<file path="src/ppi_fifo.sv">
// Small register queue between front and back end.
// No dependencies.
`default_nettype none
module ppi_fifo #(
	parameter int WIDTH = 8,
	parameter int DEPTH = 2
) (
	input  logic             clk,
	input  logic             arst_n,
	input  logic             push,
	input  logic [WIDTH-1:0] wr_data,
	input  logic             pop,
	output logic [WIDTH-1:0] rd_data,
	output logic             full,
	output logic             empty
);
	localparam int AWD = (DEPTH > 1) ? $clog2(DEPTH) : 1;
	localparam int CW  = $clog2(DEPTH + 1);

	logic [WIDTH-1:0] mem_q [DEPTH];
	logic [AWD-1:0]   wp_q, rp_q;
	logic [CW-1:0]    cnt_q;
	logic             do_push, do_pop;

	assign full    = cnt_q == CW'(DEPTH);
	assign empty   = cnt_q == '0;
	assign do_push = push && !full;
	assign do_pop  = pop && !empty;
	assign rd_data = mem_q[rp_q];

	always_ff @(posedge clk) begin
		if (do_push) begin
			mem_q[wp_q] <= wr_data;
		end
	end

	always_ff @(posedge clk or negedge arst_n) begin
		if (!arst_n) begin
			wp_q  <= '0;
			rp_q  <= '0;
			cnt_q <= '0;
		end else begin
			if (do_push) begin
				wp_q <= (wp_q == AWD'(DEPTH - 1)) ? '0 : wp_q + 1'b1;
			end
			if (do_pop) begin
				rp_q <= (rp_q == AWD'(DEPTH - 1)) ? '0 : rp_q + 1'b1;
			end
			cnt_q <= cnt_q + CW'(do_push) - CW'(do_pop);
		end
	end
endmodule
`default_nettype wire

</file>
<file path="config.mk">
export PLATFORM = sky130hd
export DESIGN_NAME = ppi_fifo
export DESIGN_NICKNAME = d
export VERILOG_FILES = /design/src/ppi_fifo.sv
export SDC_FILE = /design/constraint.sdc
export NUM_CORES = 1
export LEC_CHECK = 0
export BUFFER_PORTS_ARGS = -buffer_cell sky130_fd_sc_hd__buf_4
export CAP_MARGIN = 0
export CELL_PAD_IN_SITES_DETAIL_PLACEMENT = 1
export CELL_PAD_IN_SITES_GLOBAL_PLACEMENT = 2
export CORE_MARGIN = 1
export CORE_UTILIZATION = 34
export DETAILED_ROUTE_END_ITERATION = 10
export GPL_TIMING_DRIVEN = 0
export PLACE_DENSITY = 0.83
export SYNTH_ARGS = -nofsm -noshare
export SYNTH_HDL_FRONTEND = slang
export SYNTH_SLANG_ARGS = --single-unit
</file>
<file path="constraint.sdc">
create_clock -name clk -period 1.75 [get_ports clk]
set_input_delay 0.35 -clock clk [delete_from_list [all_inputs] [get_ports clk]]
set_output_delay 0.35 -clock clk [all_outputs]
set_load 0.01 [all_outputs]
</file>
==> flow_summary.ini <==
[synth]
yosysWarnings = 0
synth_top_area_share_pct = 61.2
ys_seq_elements = 20
yosysTopAreaCell = edfxtp_1
synth_area_um2 = 785
seq_area_frac_synth_pct = 74.0
synth_cell_types = 14
syn-num-nets = 57
synth.area.top_cells = edfxtp_1 (61%), dfrtp_1 (13%), mux2_2 (11%), xnor2_1 (3.3%), ha_1 (3.2%)
syn_area_per_cell_um2 = 18.2
syn_inst = 43

[routing]
drt_iter0_drc = 9
wl_per_cell_um = 13.8
routed_wl_um = 1340
vias_per_cell = 4.46
drc = 0
postRouteAntennaNets = 0
vias = 433
firstDrtPassIters = 3

[finish]
num_antenna_cells = 0
fin_nets = 84
layout-area-overhead-vs-synth_pct = 32.9
drive_above_1_share_pct = 53.6
final_cell_area_um2 = 1040
layoutNonFillerInstCount = 97
nFillCells = 232

[die]
dieArea_um2 = 2500
core_um2 = 2190
rows = 17
dieHeight_um = 50.0
die_w_um = 50.0
start_util_pct = 35.8
pin_count = 22

[critical_path]
cp_top_family = flip-flops
endpoint_kind = output pin
critPathMaxStageDelay_ns = 0.37
critPathMaxFanout = 9
r2r_start = cnt_q[1]
rr_worst_depth = 7
cp_data_arrival_time_ns = 1.32
cp.buffers_inverters = 2
rr_endpoint = cnt_q[1]
worstPathCellList = buf_6 -> mux2_2 -> buf_4
crit_required_ns = 1.40
path_class = register to output pin
cpMaxStageDelayCell = dfrtp_1
start_kind = register
regToRegSetupSlack_ns = 0.18

[timing]
tightestPinTransition_ns = 0.445
fin_crit_ns = 1.67
rsz0062_at_grt = no
setup_violations = 0
fmax_ghz = 0.600
finClkSkew_ns = 0.00945
fin_ws_ns = 0.0840
final.setup.tns_ns = 0
slew_headroom_pct = 70.3
post-route-period-util_pct = 95.2
drv_slew = 0
hold_viol_final = 0

[cts]
htreeDepth = 1
cts_inserted_buffers = 3
clk_pin_slew_ns = 0.11
cts_tree = built
insertion_delay_ns = 0.30
clock-root-buffer = clkbuf_4
cts_max_path_buffers = 2
cts.sinks = 20

[grt]
grt_max_degree = 13
grt_pass1_wl_um = 2220
antenna_found_initial = 0
grt_usage_pct = 12.7
overflow = 0
grt_pass1_vias = 476

[worst_hold_path]
hold_end = mem_q[0][2]
holdPathStages = 1
min_path_type = input port to register
holdCritStartpoint = wr_data[2]

[outcome]
status = finished, final reports clean

[place]
postPlaceCellArea_um2 = 977
io_buffers = 21
pre_cts_ws_ns = 0.104
place_inst = 92
place_congestion = 0.676
hpwl_um = 991

[pwr]
p_leak_nw = 0.424
power_density_nw_per_um2 = 1660
irDropWorstVdd_mv = 0.611

[run]
cap_violations = 0
==> sequential cells by signal, indices dropped and copies added, names as in the netlist <==
name	count
cnt_q	2
mem_q	16
rp_q	1
wp_q	1
==> area by class of cell <==
cell class                 instances  area, um^2  share of cell area (%)
sequential                        20         581                    55.7
multi-input combinational         20         188                    18.0
timing repair buffer              22         168                    16.1
tap                               28        35.0                    3.36
clock inverter                     1        30.0                    2.88
clock buffer                       3        22.5                    2.16
buffer                             1        11.3                    1.08
inverter                           2        7.51                   0.720
==> worst max-delay path by stage <==
stage / startpoint / end / depth (start not counted)
2_1_floorplan: cnt_q[0] / cnt_q[1] / 7
3_3_place_gp: cnt_q[1] / mem_q[0][6] / 3
3_5_place_dp: cnt_q[0] / mem_q[0][0] / 3
4_1_cts: rp_q / rd_data[5] / 3
5_1_grt: rp_q / rd_data[5] / 3
6_report: rp_q / rd_data[5] / 3
==> report_power, final <==
part           internal (mW)  total, mW  switching, mW  leakage [nW]
combinational          0.342      0.635          0.293         0.201
sequential             0.666      0.726         0.0603         0.195
clock                  0.231      0.368          0.136        0.0279
==> cells in the mapped netlist <==
library cell	n
ha_1	2
xor2_1	1
xnor2_1	3
nor2_1	1
nand2_1	1
nand2b_1	1
and3_1	1
nor2b_2	1
buf_6	1
dfrtp_1	4
inv_1	2
mux2_2	8
edfxtp_1	16
nor2_2	1
==> worst register-to-register path, stage by stage (launching register included) <==
cell	delay [ns]
dfrtp_1	0.43
nand2b_1	0.13
nand2_1	0.14
ha_1	0.30
inv_1	0.04
ha_1	0.18
xnor2_1	0.16
xnor2_1	0.13
==> cells by family after synthesis <==
logic type               count (synthesis)  share of synthesized area [%]
buffers and inverters                    3                           2.39
multiplexers                             8                           11.5
AND/OR/NAND/NOR                          6                           4.47
flip-flops                              20                           74.0
adder cells (fa/ha/maj)                  2                           3.19
XOR/XNOR                                 4                           4.47
==> per-layer routing <==
metal / routed length [um] / track usage, %
met1: 537 / 13.5
met2: 725 / 22.2
met3: 77 / 3.40
met4: 0 / 7.14
met5: 0 / 0
==> timing repair <==
action / CTS / global route
gates resized for setup: 0 / 1
endpoints found under the setup margin: 0 / 8
endpoints found under the hold margin: 4 / 0
hold buffers: 1 / 0
buffers inserted: 0 / 0
==> placed cells by master, fill, tap and decap left out, types with 2 or more instances in the layout <==
cell type   n
inv_1       2
ha_1        2
clkbuf_4    3
mux2_2      8
nor2_2      2
edfxtp_1   16
dfrtp_1     4
xnor2_1     3
buf_4      21
==> metrics by stage <==
| step | power, mW | hold WS (ns) | utilization, % |
|---|---|---|---|
| 2_1_floorplan | 1.12 | 0.0544 | - |
| 3_3_place_gp | 1.35 | 0.151 | 44.6 |
| 3_5_place_dp | 1.38 | 0.151 | 44.6 |
| 4_1_cts | 1.76 | 0.215 | 47.5 |
| 5_1_grt | 1.85 | 0.206 | 47.6 |
| 6_report | 1.73 | 0.229 | 47.6 |
Power figures use the tool's default switching activity.
