--- config.mk ---
export PLATFORM = sky130hd
export DESIGN_NAME = ppi_back
export DESIGN_NICKNAME = d
export VERILOG_FILES = /design/src/ppi_pkg.sv /design/src/ppi_back.sv
export SDC_FILE = /design/constraint.sdc
export NUM_CORES = 2
export LEC_CHECK = 0
export BUFFER_PORTS_ARGS = -buffer_cell sky130_fd_sc_hd__buf_2
export CAP_MARGIN = 15
export CORE_MARGIN = 4
export CORE_UTILIZATION = 45
export DETAILED_ROUTE_END_ITERATION = 8
export GPL_TIMING_DRIVEN = 0
export PLACE_DENSITY = 0.63
export SLEW_MARGIN = 10
export SYNTH_ARGS = -nofsm -noshare
export SYNTH_HDL_FRONTEND = slang
export SYNTH_SLANG_ARGS = --single-unit
--- constraint.sdc ---
create_clock -name clk -period 23.9 [get_ports clk]
set_input_delay 5.975 -clock clk [delete_from_list [all_inputs] [get_ports clk]]
set_output_delay 5.975 -clock clk [all_outputs]
set_load 0.05 [all_outputs]
--- src/ppi_pkg.sv ---
// Shared types and constants for the path point interpolator.
// No dependencies.
`default_nettype none
package ppi_pkg;
	localparam int DW     = 34;   // signed width of anchor values and differences
	localparam int NUM_F  = 5;    // interpolated fields
	localparam int F_X    = 0;
	localparam int F_Y    = 1;
	localparam int F_HDG  = 2;
	localparam int F_CRV  = 3;
	localparam int F_RATE = 4;

	// One interpolation job, low end and high-minus-low per field
	typedef struct packed {
		logic [NUM_F-1:0][DW-1:0] lo;
		logic [NUM_F-1:0][DW-1:0] diff;
		logic signed [32:0]       num;    // query minus low arc
		logic [31:0]              den;    // high arc minus low arc
		logic                     eq;     // arcs equal
		logic [31:0]              arc;    // query arc
	} job_t;
endpackage
`default_nettype wire

--- src/ppi_back.sv ---
// Back end: restoring divider for the weight, shared multiplier for the five
// fields, rounding, saturation and the output register. Depends on ppi_pkg.
`default_nettype none
module ppi_back #(
	parameter int ANGLE_BITS       = 16,
	parameter int WEIGHT_FRAC_BITS = 16
) (
	input  logic                 clk,
	input  logic                 arst_n,
	input  logic                 empty,
	input  ppi_pkg::job_t        rd_job,
	output logic                 pop,
	output logic                 out_valid,
	input  logic                 out_stall,
	output logic signed [31:0]   out_x,
	output logic signed [31:0]   out_y,
	output logic signed [15:0]   out_heading,
	output logic signed [31:0]   out_curvature,
	output logic signed [31:0]   out_curvature_rate,
	output logic signed [31:0]   out_arc,
	output logic                 weight_clipped
);
	import ppi_pkg::*;
	localparam int F   = WEIGHT_FRAC_BITS;
	localparam int AW  = ANGLE_BITS;
	localparam int QB  = F + 5;          // quotient bits, covers 8.0 and overflow
	localparam int WW  = QB + 1;         // signed weight
	localparam int NW  = 34 + F;         // rounded dividend
	localparam int TW  = NW - QB;
	localparam int PW  = DW + WW;
	localparam int CW  = $clog2(QB + 1);
	localparam logic [QB-1:0]     WMAX = QB'(8) << F;
	localparam logic signed [WW-1:0] ONE = WW'(1) << F;
	localparam logic signed [PW:0]   RND = (PW+1)'(1) << (F - 1);
	localparam logic signed [PW+1:0] SMAX = (PW+2)'(32'sh7fffffff);
	localparam logic signed [PW+1:0] SMIN = -(PW+2)'(33'sh080000000);

	typedef enum logic [2:0] {ST_IDLE, ST_DIV, ST_WGT, ST_MUL, ST_FIN} state_t;

	state_t             state_q;
	job_t               job_q;
	logic               neg_q, clip_q, pv_s1;
	logic [CW-1:0]      cnt_q;
	logic [31:0]        rem_q;
	logic [QB-1:0]      nlo_q, qt_q;
	logic signed [WW-1:0] w_q;
	logic signed [PW-1:0] prod_s1;
	logic [2:0]         pidx_s1;
	logic [31:0]        res_q [NUM_F];
	logic               out_valid_q;
	logic [31:0]        ox_q, oy_q, oc_q, or_q, oa_q;
	logic [15:0]        oh_q;
	logic               oclip_q;

	// divider start, from the queue head
	logic               s_neg, s_big;
	logic [32:0]        s_abs;
	logic [NW-1:0]      s_n;
	logic [TW-1:0]      s_top;
	// divider step
	logic [32:0]        trial;
	logic               ge;
	// weight
	logic [QB-1:0]      mag;
	// multiply and finish
	logic signed [DW-1:0] dsel, lsel;
	logic signed [PW:0]   rsum, scl;
	logic signed [PW+1:0] res;
	logic signed [AW-1:0] hw;
	logic [31:0]          fin;
	logic                 load;

	assign pop  = (state_q == ST_IDLE) && !empty;
	assign load = (state_q == ST_FIN) && (!out_valid_q || !out_stall);

	always_comb begin
		s_neg = rd_job.num[32];
		s_abs = s_neg ? 33'(-rd_job.num) : 33'(rd_job.num);
		s_n   = NW'({s_abs, {F{1'b0}}}) + NW'(rd_job.den >> 1);
		s_top = s_n[NW-1:QB];
		s_big = 33'(s_top) >= 33'(rd_job.den);

		trial = {rem_q, nlo_q[QB-1]};
		ge    = trial >= {1'b0, job_q.den};

		mag = (qt_q > WMAX) ? WMAX : qt_q;

		dsel = $signed(job_q.diff[cnt_q[2:0]]);
		lsel = $signed(job_q.lo[pidx_s1]);
		rsum = (PW+1)'(prod_s1) + RND;
		scl  = rsum >>> F;
		res  = (PW+2)'(scl) + (PW+2)'(lsel);
		hw   = AW'(res);
		if (pidx_s1 == 3'(F_HDG)) begin
			fin = 32'(16'(hw));
		end else if (res > SMAX) begin
			fin = 32'h7fffffff;
		end else if (res < SMIN) begin
			fin = 32'h80000000;
		end else begin
			fin = 32'(res);
		end
	end

	always_ff @(posedge clk) begin
		if (pv_s1) begin
			res_q[pidx_s1] <= fin;
		end
	end

	always_ff @(posedge clk or negedge arst_n) begin
		if (!arst_n) begin
			state_q     <= ST_IDLE;
			job_q       <= '0;
			neg_q       <= 1'b0;
			clip_q      <= 1'b0;
			cnt_q       <= '0;
			rem_q       <= '0;
			nlo_q       <= '0;
			qt_q        <= '0;
			w_q         <= '0;
			prod_s1     <= '0;
			pidx_s1     <= '0;
			pv_s1       <= 1'b0;
			out_valid_q <= 1'b0;
			ox_q        <= '0;
			oy_q        <= '0;
			oh_q        <= '0;
			oc_q        <= '0;
			or_q        <= '0;
			oa_q        <= '0;
			oclip_q     <= 1'b0;
		end else begin
			pv_s1 <= 1'b0;
			if (load) begin
				out_valid_q <= 1'b1;
			end else if (!out_stall) begin
				out_valid_q <= 1'b0;
			end
			case (state_q)
				ST_IDLE: begin
					if (!empty) begin
						job_q <= rd_job;
						neg_q <= s_neg;
						cnt_q <= '0;
						qt_q  <= '0;
						if (rd_job.eq) begin
							w_q     <= ONE;
							clip_q  <= 1'b0;
							state_q <= ST_MUL;
						end else if (s_big) begin
							w_q     <= s_neg ? -WW'({1'b0, WMAX}) : WW'({1'b0, WMAX});
							clip_q  <= 1'b1;
							state_q <= ST_MUL;
						end else begin
							rem_q   <= 32'(s_top);
							nlo_q   <= s_n[QB-1:0];
							state_q <= ST_DIV;
						end
					end
				end
				ST_DIV: begin
					rem_q <= ge ? 32'(trial - {1'b0, job_q.den}) : 32'(trial);
					nlo_q <= nlo_q << 1;
					qt_q  <= {qt_q[QB-2:0], ge};
					cnt_q <= cnt_q + 1'b1;
					if (cnt_q == CW'(QB - 1)) begin
						state_q <= ST_WGT;
					end
				end
				ST_WGT: begin
					clip_q  <= qt_q > WMAX;
					w_q     <= neg_q ? -WW'({1'b0, mag}) : WW'({1'b0, mag});
					cnt_q   <= '0;
					state_q <= ST_MUL;
				end
				ST_MUL: begin
					// one field per cycle, finish lags multiply by one stage
					if (cnt_q < CW'(NUM_F)) begin
						prod_s1 <= w_q * dsel;
						pidx_s1 <= cnt_q[2:0];
						pv_s1   <= 1'b1;
						cnt_q   <= cnt_q + 1'b1;
					end else begin
						state_q <= ST_FIN;
					end
				end
				ST_FIN: begin
					if (load) begin
						ox_q    <= res_q[F_X];
						oy_q    <= res_q[F_Y];
						oh_q    <= res_q[F_HDG][15:0];
						oc_q    <= res_q[F_CRV];
						or_q    <= res_q[F_RATE];
						oa_q    <= job_q.arc;
						oclip_q <= clip_q;
						state_q <= ST_IDLE;
					end
				end
				default: state_q <= ST_IDLE;
			endcase
		end
	end

	assign out_valid          = out_valid_q;
	assign out_x              = ox_q;
	assign out_y              = oy_q;
	assign out_heading        = oh_q;
	assign out_curvature      = oc_q;
	assign out_curvature_rate = or_q;
	assign out_arc            = oa_q;
	assign weight_clipped     = oclip_q;
endmodule
`default_nettype wire

==> results by group <==
Placement
  • Post-DP Area: roughly 74000 um2
  • Dpl hpwl: roughly 180000 um
  • I/O Buffers: roughly 620
  • Placer Congestion: just under 1

Clock tree
  • CTS tree: done
  • Hold Buf Count CTS: 0
  • Setup repair bufs after CTS: 0
  • Htree depth: 3
  • Num CTS Buffers: 94
  • # clock sinks: a little under 900
  • CTS resizes: 0
  • Skew-Pair Late Insertion Delay: about 740 ps
  • CTS Root Cell: clkbuf_16
  • Clock transition at path regs: 60 ps
  • Clock Path Buffers: 3

Setup path
  • RR Endpoint: prod_s1[53]
  • Critical Path Slowest Stage Cell: clkbuf_1
  • FF-to-FF setup slack: 13060 ps
  • Crit path to: pop
  • Top Family by Delay on Critical Path: buffers and inverters
  • Critical path launch point type: primary input
  • Setup crit start: empty
  • R2r worst-path depth: 31
  • Stages on the worst setup path: 8
  • Max incr delay on CP: 720 ps
  • Worst EP arrival: around 9300 ps
  • Critical path fanouts, max: 10
  • Reg-to-Reg Start: cnt_q[2]
  • Worst Path Buf+Inv: 7
  • Most frequent CP cell: clkbuf_1
  • Critical Path Sink Type: primary output
  • Setup CP Type: in2out
  • Worst path cell trace: buf_2, nor4_2, buf_4, buf_4, clkbuf_1, clkbuf_1, clkbuf_1, buf_2
  • CP required: ~18000 ps

Logic synthesis
  • Post-synthesis sequential area ratio: 0.3336
  • Synth Register Bits: approximately 880
  • Total nets after synthesis: roughly 7800
  • Warnings from Yosys: 0
  • Synth unique cells: 94
  • Avg Cell Area, Syn: 10.72 um2
  • Asr flop ratio synth: 0.8358
  • Mapped Cells: ~6300
  • Mapped Area: around 68000 um2
  • Top FF cell, synth: dfrtp_1
  • EDFF count, synth: approximately 140

Floorplanning
  • Starting Density: 0.4531
  • # IOs: between 600 and 700
  • Die Y-Extent: between 300 and 400 um
  • Core Area: 150000 um2
  • Die area: roughly 160000 um2
  • Chip width: a little under 400 um
  • Row cnt: roughly 140

Timing
  • RSZ-0062 raised after global routing: no
  • Final setup violation count: 0
  • Final Hold Violating Endpoints: 0
  • Skew final: around 67 ps
  • Period utilization: 0.6390
  • Slew Viols, Final: 0
  • Measured slew at the worst slew-check pin: roughly 1300 ps
  • FMAX: approximately 65 MHz
  • Setup TNS: 0 ps
  • Hold_ws: about 420 ps
  • Tmin final: around 15000 ps
  • Slew headroom: 0.1308

GRT
  • Overall routing resource usage: 0.2792
  • Total grt overflow: 0
  • Initial antenna violation count: 64
  • Largest net degree at the start of global routing: roughly 110
  • Via count of the first global-routing pass: 53153
  • First-pass GRT wire length: about 330000 um

Routing
  • Routed WL: between 200000 and 250000 um
  • Wire per inst: approximately 24 um
  • Routed Antenna Nets: 0
  • Drc violations: 0
  • Initial DRT Pass Iterations: 6
  • Vias per cell: around 5.5
  • Routed vias: between 50000 and 60000
  • Initial drt markers: ~3400

Cells and area
  • Ratio of cells with drive above 1 in the final layout: 0.2013
  • Syn-to-layout area delta: 13.73%
  • Nets: 8542
  • Fin area: approximately 77000 um2
  • Layout Utilization: 0.5153

Run status
  • Status: finished clean

Min path
  • Worst hold start: res_q[3][25]
  • Worst hold path depth: 1
  • Path type of the worst min-delay path: reg2reg

Flow run
  • Max Cap Violations: 0
worst register-to-register path: cells and delay by family (launching register included):
kind	cells	cell delay [ps]
compound gates	9	2690
simple gates	5	1320
flops	1	330
fa+ha+maj	8	4040
buf+inv	9	2470
per-layer routing:
metal | GRT usage | share of wire
met1 | 0.3595 | 0.40
met3 | 0.07045 | 0.087
met2 | 0.4513 | 0.46
met4 | 0.1153 | 0.047
met5 | 0 | 0.00074
placed cells by master, fill, tap and decap left out, types with 235 or more instances in the layout:
cell,Yosys,routed
and2_1,297,297
buf_2,8,624
clkbuf_1,313,336
dfrtp_1,733,733
fa_1,743,743
ha_1,277,277
inv_1,857,857
mux2_2,554,554
nand2_1,700,700
o21ai_0,235,235
cell usage after synthesis, types with 134 or more instances:
cell	number	area, um2
mux2_2	554	6238
dfrtp_1	733	18340
nand2_1	700	2628
a21oi_1	201	1006
edfxtp_1	144	4324
ha_1	277	3466
nor2_1	189	709.4
clkbuf_1	313	1175
inv_1	857	3217
and2_1	297	1858
xnor2_1	134	1174
fa_1	743	14870
o21ai_0	235	1176
cell type report:
type / count / area, um2
fill: 13753 / 72680
multi-input combinational: 4265 / 40810
sequential: 877 / 22670
timing repair buffer: 644 / 3487
inverter: 858 / 3221
clock buffer: 135 / 2666
tap: 2016 / 2522
buffer: 340 / 1294
clock inverter: 36 / 504.2
antenna: 40 / 100.1
kinds of logic after synthesis:
family / Yosys count / share of synthesized area
compound gates: 864 / 0.08184
xor+xnor: 215 / 0.02771
fa+ha+maj: 1020 / 0.2699
buf+inv: 1198 / 0.06640
flops: 877 / 0.3336
mux: 677 / 0.1158
other cells: 1 / 0.00005519
simple gates: 1488 / 0.1046
worst min path at each step:
stage | slack [ps] | end
after global placement | 460 | out_heading[15]
after detailed placement | 460 | out_heading[1]
final | 420 | out_curvature[25]
after global routing | 420 | out_curvature[25]
after floorplan | 450 | nlo_q[0]
after CTS | 410 | out_curvature[25]
sequential cells by signal (all words and copies together), names as in the netlist, 3 cells and up:
signal / flops
prod_s1: 41
cnt_q: 5
state_q: 3
pidx_s1: 3
w_q: 22
out_curvature_rate: 32
rem_q: 32
job_q: 404
out_y: 32
out_curvature: 32
out_heading: 16
nlo_q: 21
out_x: 32
out_arc: 32
res_q: 144
qt_q: 21
metrics by stage:
step / setup slack, ps / instances
6_report: 8627 / 9211
2_1_floorplan: 10190 / 6340
4_1_cts: 8515 / 9171
5_1_grt: 8472 / 9197
3_3_place_gp: 771.1 / 8973
3_5_place_dp: 8484 / 9000
Power is not shown: default switching activity piles up to over one toggle a cycle in this logic, so the estimate is an artifact.
